$ cat src/hdl/clr_pkg.sv
// ----------------------------------------------------------------------------
// clr_pkg
// Shared constants, codes and types of the clipped line rasterizer.
// ----------------------------------------------------------------------------
package clr_pkg;

  // Display geometry
  localparam int DISPLAY_SIDE = 128;
  localparam int XW           = $clog2(DISPLAY_SIDE);     // pixel coordinate bits
  localparam int ROW_BYTES    = DISPLAY_SIDE / 8;
  localparam int COL_W        = $clog2(ROW_BYTES);        // byte column bits
  localparam int ROW_W        = DISPLAY_SIDE;             // one stored row, in bits

  // Command coordinate and error widths
  localparam int CW = 12;                                 // signed coordinate bits
  localparam int EW = CW + 3;                             // Bresenham error bits

  // Command codes
  typedef enum logic [1:0] {
    MODE_LINE  = 2'd0,
    MODE_RECT  = 2'd1,
    MODE_CLEAR = 2'd2,
    MODE_READ  = 2'd3
  } mode_e;

  // One on-display pixel from the walker
  typedef struct packed {
    logic          vld;
    logic [XW-1:0] x;
    logic [XW-1:0] y;
  } pix_t;

  // Walker status toward the command sequencer
  typedef struct packed {
    logic busy;
    logic fin;   // last step of the current shape, or an empty rectangle
  } walk_sts_t;

  // Row access request into the frame store
  typedef struct packed {
    logic          vld;
    logic          plot;   // read-modify-write of one bit
    logic [XW-1:0] row;
    logic [XW-1:0] bitx;
  } store_req_t;

endpackage

$ cat src/hdl/clr_walker.sv
// ----------------------------------------------------------------------------
// clr_walker
// Pixel walker: steps a Bresenham line or a clipped rectangle, one pixel
// position per cycle.
// ----------------------------------------------------------------------------
module clr_walker import clr_pkg::*; (
  input  logic                 clk_i,
  input  logic                 rst_ni,
  input  logic                 start_i,
  input  logic                 mode_rect_i,
  input  logic signed [CW-1:0] x_start_i,
  input  logic signed [CW-1:0] y_start_i,
  input  logic signed [CW-1:0] x_end_i,
  input  logic signed [CW-1:0] y_end_i,
  input  logic signed [CW-1:0] rect_width_i,
  input  logic signed [CW-1:0] rect_height_i,
  output pix_t                 pix_o,
  output walk_sts_t            sts_o
);

  localparam logic [1:0] W_IDLE  = 2'd0;
  localparam logic [1:0] W_LINE  = 2'd1;
  localparam logic [1:0] W_RECT  = 2'd2;
  localparam logic [1:0] W_EMPTY = 2'd3;

  localparam logic signed [CW:0] SIDE_S = (CW+1)'(DISPLAY_SIDE);
  localparam logic signed [CW:0] MAXC_S = (CW+1)'(DISPLAY_SIDE - 1);

  logic [1:0] state_q, state_d;

  // Line registers
  logic signed [CW-1:0] lx_q, ly_q, lx1_q, ly1_q;
  logic signed [CW:0]   dx_q, dy_q;
  logic signed [EW-1:0] err_q;
  logic                 sxn_q, syn_q;

  // Rectangle registers
  logic [XW-1:0] rx_q, ry_q, rxhi_q, rylo_q, ryhi_q;

  // Extended start operands
  logic signed [CW:0] xs_e, ys_e, xe_e, ye_e, w_e, h_e;
  logic signed [CW:0] dx_s, dy_s;
  logic signed [CW:0] xhi_e, ysum_e, ylo_e, yhi_e;
  logic signed [CW:0] xlo_c, xhi_c, ylo_c, yhi_c;
  logic               rect_empty;

  // Line step
  logic signed [EW:0]   e2;
  logic                 step_x, step_y;
  logic signed [EW-1:0] err_d;
  logic                 line_last, rect_last, on_disp;

  assign xs_e = (CW+1)'(x_start_i);
  assign ys_e = (CW+1)'(y_start_i);
  assign xe_e = (CW+1)'(x_end_i);
  assign ye_e = (CW+1)'(y_end_i);
  assign w_e  = (CW+1)'(rect_width_i);
  assign h_e  = (CW+1)'(rect_height_i);

  // Line setup: distances and directions
  assign dx_s = (xe_e > xs_e) ? (xe_e - xs_e) : (xs_e - xe_e);
  assign dy_s = (ye_e > ys_e) ? (ys_e - ye_e) : (ye_e - ys_e);

  // Rectangle setup: clip the span to the display
  assign xhi_e  = xs_e + w_e;
  assign ysum_e = ys_e + h_e;
  assign ylo_e  = h_e[CW] ? ysum_e : ys_e;
  assign yhi_e  = h_e[CW] ? ys_e : ysum_e;
  assign xlo_c  = (xs_e  < 0) ? '0 : xs_e;
  assign xhi_c  = (xhi_e > MAXC_S) ? MAXC_S : xhi_e;
  assign ylo_c  = (ylo_e < 0) ? '0 : ylo_e;
  assign yhi_c  = (yhi_e > MAXC_S) ? MAXC_S : yhi_e;
  assign rect_empty = (xlo_c > xhi_c) || (ylo_c > yhi_c);

  // Error term decisions of one line step
  assign e2     = {err_q, 1'b0};
  assign step_x = (e2 >= (EW+1)'(dy_q));
  assign step_y = (e2 <= (EW+1)'(dx_q));
  assign err_d  = err_q + (step_x ? EW'(dy_q) : EW'(0)) + (step_y ? EW'(dx_q) : EW'(0));

  assign line_last = (lx_q == lx1_q) && (ly_q == ly1_q);
  assign rect_last = (rx_q == rxhi_q) && (ry_q == ryhi_q);
  assign on_disp   = (lx_q >= 0) && ((CW+1)'(lx_q) < SIDE_S) &&
                     (ly_q >= 0) && ((CW+1)'(ly_q) < SIDE_S);

  // Present the current position
  always_comb begin
    pix_o      = '0;
    sts_o.fin  = 1'b0;
    sts_o.busy = (state_q != W_IDLE);
    state_d    = state_q;
    case (state_q)
      W_IDLE: begin
        if (start_i) begin
          if (!mode_rect_i) begin
            state_d = W_LINE;
          end else if (rect_empty) begin
            state_d = W_EMPTY;
          end else begin
            state_d = W_RECT;
          end
        end
      end
      W_LINE: begin
        pix_o.vld = on_disp;
        pix_o.x   = lx_q[XW-1:0];
        pix_o.y   = ly_q[XW-1:0];
        sts_o.fin = line_last;
        if (line_last) begin
          state_d = W_IDLE;
        end
      end
      W_RECT: begin
        pix_o.vld = 1'b1;
        pix_o.x   = rx_q;
        pix_o.y   = ry_q;
        sts_o.fin = rect_last;
        if (rect_last) begin
          state_d = W_IDLE;
        end
      end
      W_EMPTY: begin
        sts_o.fin = 1'b1;
        state_d   = W_IDLE;
      end
      default: begin
        state_d = W_IDLE;
      end
    endcase
  end

  always_ff @(posedge clk_i or negedge rst_ni) begin
    if (!rst_ni) begin
      state_q <= W_IDLE;
    end else begin
      state_q <= state_d;
    end
  end

  // Load at start, advance one step per cycle
  always_ff @(posedge clk_i) begin
    if (state_q == W_IDLE && start_i) begin
      lx_q   <= x_start_i;
      ly_q   <= y_start_i;
      lx1_q  <= x_end_i;
      ly1_q  <= y_end_i;
      dx_q   <= dx_s;
      dy_q   <= dy_s;
      err_q  <= EW'(dx_s) + EW'(dy_s);
      sxn_q  <= !(xs_e < xe_e);
      syn_q  <= !(ys_e < ye_e);
      rx_q   <= xlo_c[XW-1:0];
      ry_q   <= ylo_c[XW-1:0];
      rxhi_q <= xhi_c[XW-1:0];
      rylo_q <= ylo_c[XW-1:0];
      ryhi_q <= yhi_c[XW-1:0];
    end else if (state_q == W_LINE && !line_last) begin
      err_q <= err_d;
      if (step_x) begin
        lx_q <= sxn_q ? CW'(lx_q - 1'b1) : CW'(lx_q + 1'b1);
      end
      if (step_y) begin
        ly_q <= syn_q ? CW'(ly_q - 1'b1) : CW'(ly_q + 1'b1);
      end
    end else if (state_q == W_RECT && !rect_last) begin
      if (ry_q == ryhi_q) begin
        rx_q <= XW'(rx_q + 1'b1);
        ry_q <= rylo_q;
      end else begin
        ry_q <= XW'(ry_q + 1'b1);
      end
    end
  end

endmodule

$ cat config.mk
export PLATFORM = sky130hd
export DESIGN_NAME = clr_walker
export DESIGN_NICKNAME = d
export VERILOG_FILES = /design/src/hdl/clr_pkg.sv /design/src/hdl/clr_walker.sv
export SDC_FILE = /design/constraint.sdc
export NUM_CORES = 1
export LEC_CHECK = 0
export BUFFER_PORTS_ARGS = -buffer_cell sky130_fd_sc_hd__buf_4
export CELL_PAD_IN_SITES_DETAIL_PLACEMENT = 2
export CELL_PAD_IN_SITES_GLOBAL_PLACEMENT = 2
export CORE_AREA = 2 2 151 211
export DETAILED_ROUTE_END_ITERATION = 10
export DIE_AREA = 0 0 153 213
export HOLD_SLACK_MARGIN = 0.12
export PLACE_DENSITY_LB_ADDON = 0.1
export SETUP_SLACK_MARGIN = 0.15
export SYNTH_ARGS = -nofsm -noshare
export SYNTH_HDL_FRONTEND = slang
export SYNTH_SLANG_ARGS = --single-unit
$ cat constraint.sdc
create_clock -name clk_i -period 13.6 [get_ports clk_i]
set_input_delay 2.72 -clock clk_i [delete_from_list [all_inputs] [get_ports clk_i]]
set_output_delay 2.72 -clock clk_i [all_outputs]
set_load 0.02 [all_outputs]
==> impl_metrics.json, run 1 <==
{
  "outcome": "completed",
  "drive_gt1_share_pct": 11.81,
  "place_area_sq_um": 14030,
  "yosysSeqAreaShare_pct": 29.45,
  "ant_nets": 0,
  "utilization_pct": 47.69,
  "worst-setup-path-type": "in -> reg",
  "synthTopCellsByArea": "edfxtp_1 29%, ha_1 17%, xnor2_1 4.8%",
  "dr_total_vias": 10960,
  "hold_class": "reg -> reg",
  "post_drt_wl_per_cell_microns": 24.49,
  "ys_seq_elements": 128,
  "initial_core_util_pct": 42.38,
  "design_area_sq_um": 14650,
  "dieArea_sq_um": 32590,
  "rsz0062_at_grt": "false",
  "dieWidth_microns": 153,
  "worstMarginPinSlew_ns": 1.079,
  "synth_cells": 1406,
  "start_kind": "input port",
  "finalCriticalPeriod_ns": 7.376,
  "synth_cell_types": 75,
  "clk_latency_ns": 0.46,
  "max_cap_viol_count": 0,
  "drcViolationCount": 0,
  "numCtsBuffers": 17,
  "cts_max_path_buffers": 2,
  "std_cell_rows": 76,
  "syn-num-nets": 1686,
  "grtUsageTotal_pct": 28.64,
  "synth_top_area_share_pct": 29.07,
  "slew_headroom_pct": 27.33,
  "fmax_ghz": 0.1356,
  "grt_overflow_total": 0,
  "p_per_area_nw_per_um2": 251.7,
  "fin_setup_tns_ns": 0,
  "drtIter0Drc": 453,
  "synthesis.area_sq_um": 13020,
  "place_ws_ns": 5.794,
  "post-route-period-util_pct": 54.24,
  "gp_congestion": 0.8935,
  "cts_max_level": 4,
  "hold_violations": 0,
  "dominantRegCellSynth": "edfxtp_1",
  "critPathMaxFanout": 15,
  "grt_max_degree": 66,
  "grt_first_pass_wirelength_microns": 70460,
  "clk_pin_slew_worst_paths_ns": 0.07,
  "cts_hold_buf": 0,
  "placeableCoreArea_sq_um": 30710,
  "antenna_cells": 0,
  "synth_area_per_cell_sq_um": 9.259,
  "async_reset_ff_share_pct": 1.563,
  "cts.sinks": 128,
  "setup_viol": 0,
  "hpwlAfterDp_microns": 37060,
  "areaGrowthSynthToFinish_pct": 12.52,
  "die_y_microns": 213,
  "yosysTopAreaCell": "edfxtp_1",
  "cts_setup_buffers": 0,
  "fin_ws_ns": 6.224,
  "routed_wl_microns": 46040,
  "fin_nets": 1757,
  "antenna_found_initial": 1,
  "clock-root-buffer": "clkbuf_16",
  "pin_count": 93,
  "cp-end-kind": "flip-flop",
  "crit_required_ns": 13.77,
  "port_buffers": 92,
  "cts_resized": 0,
  "maxSlewViolCount": 0,
  "arrival_ns": 7.55,
  "ys_warn_count": 0,
  "leakagePower_nw": 6.405,
  "cts_tree": "done",
  "final.setup_skew_ns": 0.009566,
  "synth_edf_count": 126,
  "ir_drop_v": 0.0001485,
  "first_global_vias": 12330,
  "vias_per_cell": 5.828,
  "first_pass_iters": 4
}
==> stage by stage <==
| step | hold WS (ns) | power (W) | cells |
|---|---|---|---|
| floorplan | 0.5263 | 0.002462 | 1406 |
| global placement | 0.5429 | 0.003074 | 1848 |
| detailed placement | 0.5642 | 0.003193 | 1848 |
| CTS | 0.5857 | 0.003727 | 1880 |
| global route | 0.6242 | 0.004017 | 1880 |
| finish | 0.5807 | 0.003687 | 1880 |
==> cells in the final DEF, fill, tap and decap left out, drive strengths merged, types with 7 or more instances in the layout <==
cell type  synthesis  layout
nand3             21      21
nand2b            25      25
ha               180     180
o211ai            15      15
nor2             101     101
a22oi             17      17
nand2            103     103
xnor2             72      72
a31oi              7       7
a21boi             7       7
clkbuf            28      17
fa                24      24
edfxtp           126     126
mux2              14      14
a21oi            108     108
buf               15      95
xor2              53      53
a211oi            15      15
inv              122     131
nand4             14      14
mux2i             24      24
and3              10      10
or3               12      12
a31o               7       7
o21bai             7       7
nor4              11      11
and2              33      33
nor3              21      21
o21ai             69      69
a21o              33      33
o31ai             12      12
o21a              12      12
nor2b             41      41
==> state kept, by name, summed over array words and instances (netlist names), 7 cells and up <==
register and count:
rylo_q 7, rxhi_q 7, lx_q 12, err_q 15, lx1_q 12, ly_q 12, ly1_q 12, ryhi_q 7
rx_q 7, ry_q 7, dx_q 13, dy_q 13
==> layout make-up <==
| class | count | area [sq um] |
|---|---|---|
| Tap cell | 390 | 488.0 |
| Inverter | 122 | 460.4 |
| Clock inverter | 15 | 190.2 |
| Fill cell | 3330 | 16070 |
| Clock buffer | 17 | 425.4 |
| Sequential cell | 128 | 3834 |
| Multi-Input combinational cell | 1113 | 8537 |
| Timing Repair Buffer | 95 | 713.2 |
==> where the power goes <==
| group | switching, W | internal, W |
|---|---|---|
| combinational | 0.00138 | 0.000955 |
| clock | 0.000224 | 0.000265 |
| sequential | 0.000160 | 0.000704 |
| total | 0.00176 | 0.00192 |
==> per-layer routing <==
layer,track usage [%],part of all wire [%],up-vias
met5,0,0.030,-
met4,15.26,5.4,2
met3,3.532,2.1,99
met2,56.33,55,192
met1,29.30,37,5508
li1,-,-,5156
==> cell families (layout without fill, tap and decap cells) <==
kind of cell	count (synthesis)	in the layout	synth area share, %
DFF	128	128	29.45
buffers and inverters	165	249	4.988
muxes	38	38	3.114
AOI/OAI and AO/OA	345	345	17.72
xor gates and xnor gates	126	126	8.583
adders and majority gates	204	204	20.99
and+or+nand+nor	400	400	15.15
==> path summary, 6_finish.rpt <==
check / from / to / slack, ns / cells past startpoint
max in group asynchronous: rst_ni / state_q[1] / 11.47 / 1
max reg2reg: err_q[4] / err_q[14] / 7.80 / 17
min reg2reg: state_q[1] / state_q[1] / 0.58 / 1
min in group asynchronous: rst_ni / state_q[0] / 2.04 / 1
max: x_start_i[11] / err_q[10] / 6.22 / 20
min: state_q[1] / state_q[1] / 0.58 / 1
==> critical path, stage by stage <==
cell and delay [ns]:
buf_4 0.22, inv_1 0.15, ha_1 0.32, a211oi_1 0.45, nand2_1 0.18, o31ai_4 0.10
a31oi_2 0.11, a21oi_4 0.56, mux2i_1 0.28, xor2_1 0.34, ha_1 0.34, a21o_1 0.20
a21oi_1 0.23, o21bai_1 0.12, a21o_1 0.21, a21o_1 0.20, a41oi_1 0.32, nor2b_1 0.22
xor2_1 0.16, a21oi_1 0.08
==> cells in the mapped netlist, drive strengths merged, types with 7 or more instances <==
library cell,n
ha,180
edfxtp,126
inv,122
a21oi,108
nand2,103
nor2,101
xnor2,72
o21ai,69
xor2,53
nor2b,41
a21o,33
and2,33
clkbuf,28
nand2b,25
fa,24
mux2i,24
nand3,21
nor3,21
a22oi,17
a211oi,15
buf,15
o211ai,15
mux2,14
nand4,14
o21a,12
o31ai,12
or3,12
nor4,11
and3,10
a21boi,7
a31o,7
a31oi,7
o21bai,7
Note: power is estimated with default switching activity, not from simulation.
==> run 2, diff against run 1 <==
- ABC_AREA: unset -> 1
- CORE_AREA: 2 2 151 211 -> 2 2 167 234
- DIE_AREA: 0 0 153 213 -> 0 0 169 236
- clock period: 13.6 -> 7.7 ns (I/O delays scaled with it)
==> impl_metrics.json, run 2 <==
{
  "leakagePower_nw": 7.572,
  "netlist_top_cells_count": "410 x nand2_1, 271 x inv_1, 180 x ha_1, 152 x a21oi_1, 139 x o21ai_0",
  "dieWidth_microns": 169,
  "grt_overflow_total": 0,
  "pin_count": 93,
  "critPathMaxFanout": 13,
  "cp_top_family": "simple AND/OR/NAND/NOR gates",
  "ant_nets": 0,
  "place_ws_ns": 1.286,
  "cts_hold_buf": 0,
  "final.setup_skew_ns": 0.008402,
  "first_global_vias": 14520,
  "ys_seq_elements": 128,
  "drtIter0Drc": 472,
  "port_buffers": 92,
  "cts.sinks": 128,
  "synthesis.area_sq_um": 13850,
  "rsz0062_at_grt": "false",
  "async_reset_ff_share_pct": 1.563,
  "fin_ws_ns": 1.689,
  "cts_resized": 0,
  "mostFrequentLayoutCells": "410 x nand2_1, 270 x inv_1, 180 x ha_1",
  "clk_latency_ns": 0.45,
  "maxSlewViolCount": 0,
  "place_area_sq_um": 14980,
  "post_drt_wl_per_cell_microns": 21.21,
  "initial_core_util_pct": 36.38,
  "post-route-period-util_pct": 78.07,
  "synth_area_per_cell_sq_um": 7.512,
  "ir_drop_v": 0.0002320,
  "grt_max_degree": 76,
  "synth_cell_types": 47,
  "slowest_stage": "xor2_1",
  "numCtsBuffers": 17,
  "fillers": 4508,
  "gp_congestion": 0.9015,
  "vias_per_cell": 5.374,
  "cp-end-kind": "flip-flop",
  "die_y_microns": 236,
  "worst-path-buf-inv": 4,
  "routed_wl_microns": 51190,
  "dr_total_vias": 12970,
  "synth_cells": 1844,
  "top_register": "err_q",
  "dieArea_sq_um": 39880,
  "ys_warn_count": 0,
  "areaGrowthSynthToFinish_pct": 12.35,
  "crit_required_ns": 7.88,
  "reg_top3": "err_q (15), dx_q (13), dy_q (13)",
  "cts_max_path_buffers": 2,
  "grtUsageTotal_pct": 26.06,
  "slew_headroom_pct": 30.86,
  "max_cap_viol_count": 0,
  "std_cell_rows": 85,
  "first_pass_iters": 5,
  "clock-root-buffer": "clkbuf_16",
  "synth_edf_count": 126,
  "start_kind": "input port",
  "dominantRegCellSynth": "edfxtp_1",
  "arrival_ns": 6.19,
  "antenna_found_initial": 0,
  "drive_gt1_share_pct": 8.997,
  "hold_violations": 0,
  "final_common_cell": "nand2_1",
  "outcome": "completed",
  "yosysTopAreaCell": "edfxtp_1",
  "largest_register_ffs": 15,
  "max_stage_delay_ns": 0.64,
  "cts_max_level": 4,
  "synth.most_common_cell": "nand2_1",
  "hpwlAfterDp_microns": 42880,
  "clk_pin_slew_worst_paths_ns": 0.07,
  "crit_top_cell": "nand2_1",
  "setup_viol": 0,
  "cts_setup_buffers": 0,
  "hold_class": "reg -> reg",
  "fmax_ghz": 0.1664,
  "placeableCoreArea_sq_um": 38070,
  "grt_first_pass_wirelength_microns": 80300,
  "cts_tree": "done",
  "finalCriticalPeriod_ns": 6.011,
  "yosysSeqAreaShare_pct": 27.68,
  "worstMarginPinSlew_ns": 1.026,
  "fin_setup_tns_ns": 0,
  "p_per_area_nw_per_um2": 425.1,
  "synth_top_area_share_pct": 27.31,
  "design_area_sq_um": 15560,
  "drcViolationCount": 0,
  "syn-num-nets": 2124,
  "synthTopCellsByArea": "edfxtp_1 27%, ha_1 16%, nand2_1 11%",
  "fin_nets": 2201,
  "cp_cell_sequence": "buf_4 -> inv_1 -> ha_1 -> inv_1 -> nor2_1 -> nand2_1 -> nand2_1 -> a31oi_2 -> xor2_1 -> nand2_1 -> o21ai_1 -> inv_1 -> ha_1 -> a21oi_1 -> nand2_1 -> a21boi_0 -> o21ai_0 -> nand2_1 -> nand2_1 -> a21oi_1 -> xor2_1 -> o22ai_1",
  "worst-setup-path-type": "in -> reg"
}
run 2: cell types whose count changed after synthesis, moves of 26 or more:
cell     delta
nand2_1   +307
inv_1     +149
o21ai_0    +73
nand3_1    +70
a21oi_1    +50
nor2b_1    -41
and2_1     -33
xnor2_1    -33
nor2_1     +27
xor2_1     +26
run 2: worst reg2reg max path, stage by stage (launching register included):
cell and delay [ns]:
edfxtp_1 0.45, inv_1 0.17, ha_1 0.27, a21oi_1 0.20, o21ai_0 0.10, a21oi_1 0.18
nand2_1 0.08, nand2_1 0.05, nand2_1 0.24, inv_1 0.46, nor2_1 0.12, fa_1 0.48
ha_1 0.36, a21oi_1 0.20, o21ai_0 0.18, nand2_1 0.11, o2111ai_1 0.20, nand2_1 0.19
nand2_1 0.11, a21oi_1 0.22, a21oi_1 0.11, o21ai_0 0.12, nand2_1 0.07
run 2: cells by family (layout without fill, tap and decap cells):
| family | Yosys count | after routing | share of synthesized area, % |
|---|---|---|---|
| AO/OA/AOI/OAI | 368 | 368 | 14.51 |
| XOR/XNOR | 118 | 118 | 7.461 |
| adder cells (fa/ha/maj) | 204 | 204 | 19.73 |
| buffers and inverters | 316 | 406 | 8.951 |
| flip-flops | 128 | 128 | 27.68 |
| multiplexers | 1 | 1 | 0.07226 |
| other | 0 | 1 | 0 |
| AND/OR/NAND/NOR | 709 | 709 | 21.61 |
run 2: metal layers:
metal  part of all wire, %  routed length [microns]  vias to the layer above  track usage, %
li1                      -                        -                     6278               -
met1                    42                    21380                     6481           29.85
met2                    53                    27220                      145           49.66
met3                   1.6                      837                       64           2.584
met4                   3.4                     1757                        0           9.195
met5                     0                        0                        -               0
run 2: per-stage QoR:
step                      total power [W]  cells  utilization, %  hold slack (ns)
after global routing             0.007247   2412           40.87           0.6303
after CTS                        0.006686   2412           40.87           0.6030
after global placement           0.005556   2380           39.36           0.5670
after detailed placement         0.005765   2380           39.36           0.5879
after floorplan                  0.004398   1844               -           0.5279
final                            0.006616   2413           40.87           0.5944
run 2: cell type report:
class	count	area, sq um	area share (%)
Tap cell	478	598.1	3.843
Multi-Input combinational cell	1400	8778	56.41
Antenna cell	1	2.502	0.01608
Clock inverter	15	150.1	0.9648
Timing Repair Buffer	98	735.7	4.727
Sequential cell	128	3834	24.63
Clock buffer	17	425.4	2.734
Inverter	276	1039	6.673
run 2: worst paths after layout:
path,start,end,slack (ns),cells past startpoint
max,y_start_i[11],err_q[9],1.69,22
min,state_q[0],state_q[0],0.59,2
max reg2reg,dy_q[12],err_q[13],2.79,22
min reg2reg,state_q[0],state_q[0],0.59,2
max in group asynchronous,rst_ni,state_q[1],6.75,1
min in group asynchronous,rst_ni,state_q[0],0.86,1
run 2: report_power, final:
part,total [W],switching [W],internal [W]
combinational,0.00428,0.00279,0.00149
clock,0.000830,0.000375,0.000455
sequential,0.00151,0.000267,0.00124
==> run 3, diff against run 2 <==
- clock period: 7.7 -> 6.22 ns (I/O delays scaled with it)
==> impl_metrics.json, run 3 (synthesis gave the netlist of run 2 again) <==
{
  "placeableCoreArea_sq_um": 38070,
  "max_cap_viol_count": 0,
  "routed_wl_microns": 52020,
  "fmax_ghz": 0.1878,
  "clk_pin_slew_worst_paths_ns": 0.06,
  "final.setup_skew_ns": 0.01254,
  "leakagePower_nw": 7.579,
  "hpwlAfterDp_microns": 43640,
  "post_drt_wl_per_cell_microns": 21.55,
  "hold_class": "in -> async",
  "grt_max_degree": 66,
  "drtIter0Drc": 416,
  "slew_headroom_pct": 22.40,
  "mostFrequentLayoutCells": "410 x nand2_1, 270 x inv_1, 180 x ha_1",
  "final_common_cell": "nand2_1",
  "clock-root-buffer": "clkbuf_16",
  "cts_hold_buf": 0,
  "antenna_cells": 0,
  "crit_required_ns": 6.38,
  "fin_nets": 2203,
  "cts_tree": "done",
  "port_buffers": 92,
  "first_global_vias": 14550,
  "maxSlewViolCount": 0,
  "power.switching_w": 0.004160,
  "vias_per_cell": 5.395,
  "ant_nets": 0,
  "pwr-share-clk_pct": 12.0,
  "top_register": "err_q",
  "cts_max_level": 4,
  "ir_drop_v": 0.0003185,
  "reg_top3": "err_q (15), dx_q (13), dy_q (13)",
  "hold_violations": 0,
  "grt_overflow_total": 0,
  "rsz0062_at_grt": "false",
  "fin_setup_tns_ns": 0,
  "largest_register_ffs": 15,
  "cts_resized": 0,
  "antenna_found_initial": 2,
  "cp-end-kind": "flip-flop",
  "arrival_ns": 5.49,
  "std_cell_rows": 85,
  "seqPwrFrac_pct": 23.2,
  "pwr-share-comb_pct": 64.7,
  "cts.sinks": 128,
  "die_y_microns": 236,
  "swShare_pct": 51.23,
  "worstMarginPinSlew_ns": 1.156,
  "initial_core_util_pct": 36.38,
  "post-route-period-util_pct": 85.60,
  "grtUsageTotal_pct": 26.50,
  "rrSetupSlack_ns": 1.37,
  "dieArea_sq_um": 39880,
  "whs_ns": 0.5795,
  "dr_total_vias": 13020,
  "first_pass_iters": 5,
  "areaGrowthSynthToFinish_pct": 12.22,
  "design_area_sq_um": 15540,
  "finalCriticalPeriod_ns": 5.324,
  "cts_setup_buffers": 0,
  "p_per_area_nw_per_um2": 522.4,
  "dieWidth_microns": 169,
  "start_kind": "input port",
  "critPathMaxFanout": 14,
  "grt_first_pass_wirelength_microns": 81040,
  "gp_congestion": 0.9046,
  "numCtsBuffers": 17,
  "p_int_w": 0.003960,
  "drcViolationCount": 0,
  "place_area_sq_um": 15000,
  "setup_viol": 0,
  "worst-setup-path-type": "in -> reg",
  "pin_count": 93,
  "cts_max_path_buffers": 2,
  "drive_gt1_share_pct": 8.884,
  "clk_latency_ns": 0.45,
  "outcome": "completed"
}
-- run 3: cell count changes in the layout (fill, tap and decap cells not counted), sizes merged --
cell / delta
clkbuf: +8
inv: -9
diode: -1
clkinvlp: -3
buf: +2
clkinv: +4
-- run 3: through the flow --
step	utilization, %	instances	setup WS [ns]	total power [W]
floorplan	-	1844	1.259	0.005445
global placement	39.40	2382	0.7351	0.006957
detailed placement	39.40	2382	0.5232	0.007207
CTS	40.83	2414	0.9165	0.008234
global route	40.83	2414	0.3896	0.008960
finish	40.83	2414	0.8956	0.008120
-- run 3: per-layer routing --
layer  GRT usage [%]  share of wire (%)
met4           12.51                4.6
met1           28.87                 40
met2           50.86                 54
met5               0              0.035
met3           2.483                2.1
-- run 3: power groups by stage --
| stage | Clock, W | Combinational, W | Sequential (W) |
|---|---|---|---|
| 2_1_floorplan | 0 | 0.00370 | 0.00174 |
| 3_3_place_gp | 0 | 0.00506 | 0.00189 |
| 3_5_place_dp | 0 | 0.00530 | 0.00191 |
| 4_1_cts | 0.000990 | 0.00535 | 0.00189 |
| 5_1_grt | 0.00102 | 0.00602 | 0.00193 |
| 6_report | 0.000978 | 0.00526 | 0.00189 |
-- run 3: critical path: stages --
cell      delay (ns)
buf_4           0.19
inv_1           0.13
ha_1            0.46
clkinv_1        0.27
nor2_1          0.21
inv_1           0.08
nor3_2          0.14
a21oi_1         0.10
xor2_1          0.14
buf_4           0.19
nand2_2         0.25
nand2_1         0.12
o21ai_1         0.10
inv_1           0.09
ha_1            0.36
a21oi_1         0.22
nand2_1         0.13
a21boi_0        0.29
o21ai_0         0.16
nand2_1         0.11
nand2_1         0.06
a21oi_1         0.17
xor2_1          0.16
o22ai_1         0.08
-- run 3: layout make-up --
type                       instances  area, sq um
clock inverter                     7        60.06
sequential                       128         3834
multi-input combinational       1400         8778
tap                              478        598.1
timing repair buffer             100        750.7
inverter                         276         1039
clock buffer                      25        485.5
fill                            4480        22530
-- run 3: final timing paths --
path	startpoint	endpoint	cells after the start
worst max-delay path	x_start_i[11]	err_q[9]	24
worst min-delay path	rst_ni	state_q[0]	1
worst max register to register	err_q[14]	err_q[12]	18
worst min register to register	rylo_q[0]	ry_q[0]	2
max in group asynchronous	rst_ni	state_q[1]	1
min in group clk_i	rylo_q[0]	ry_q[0]	2
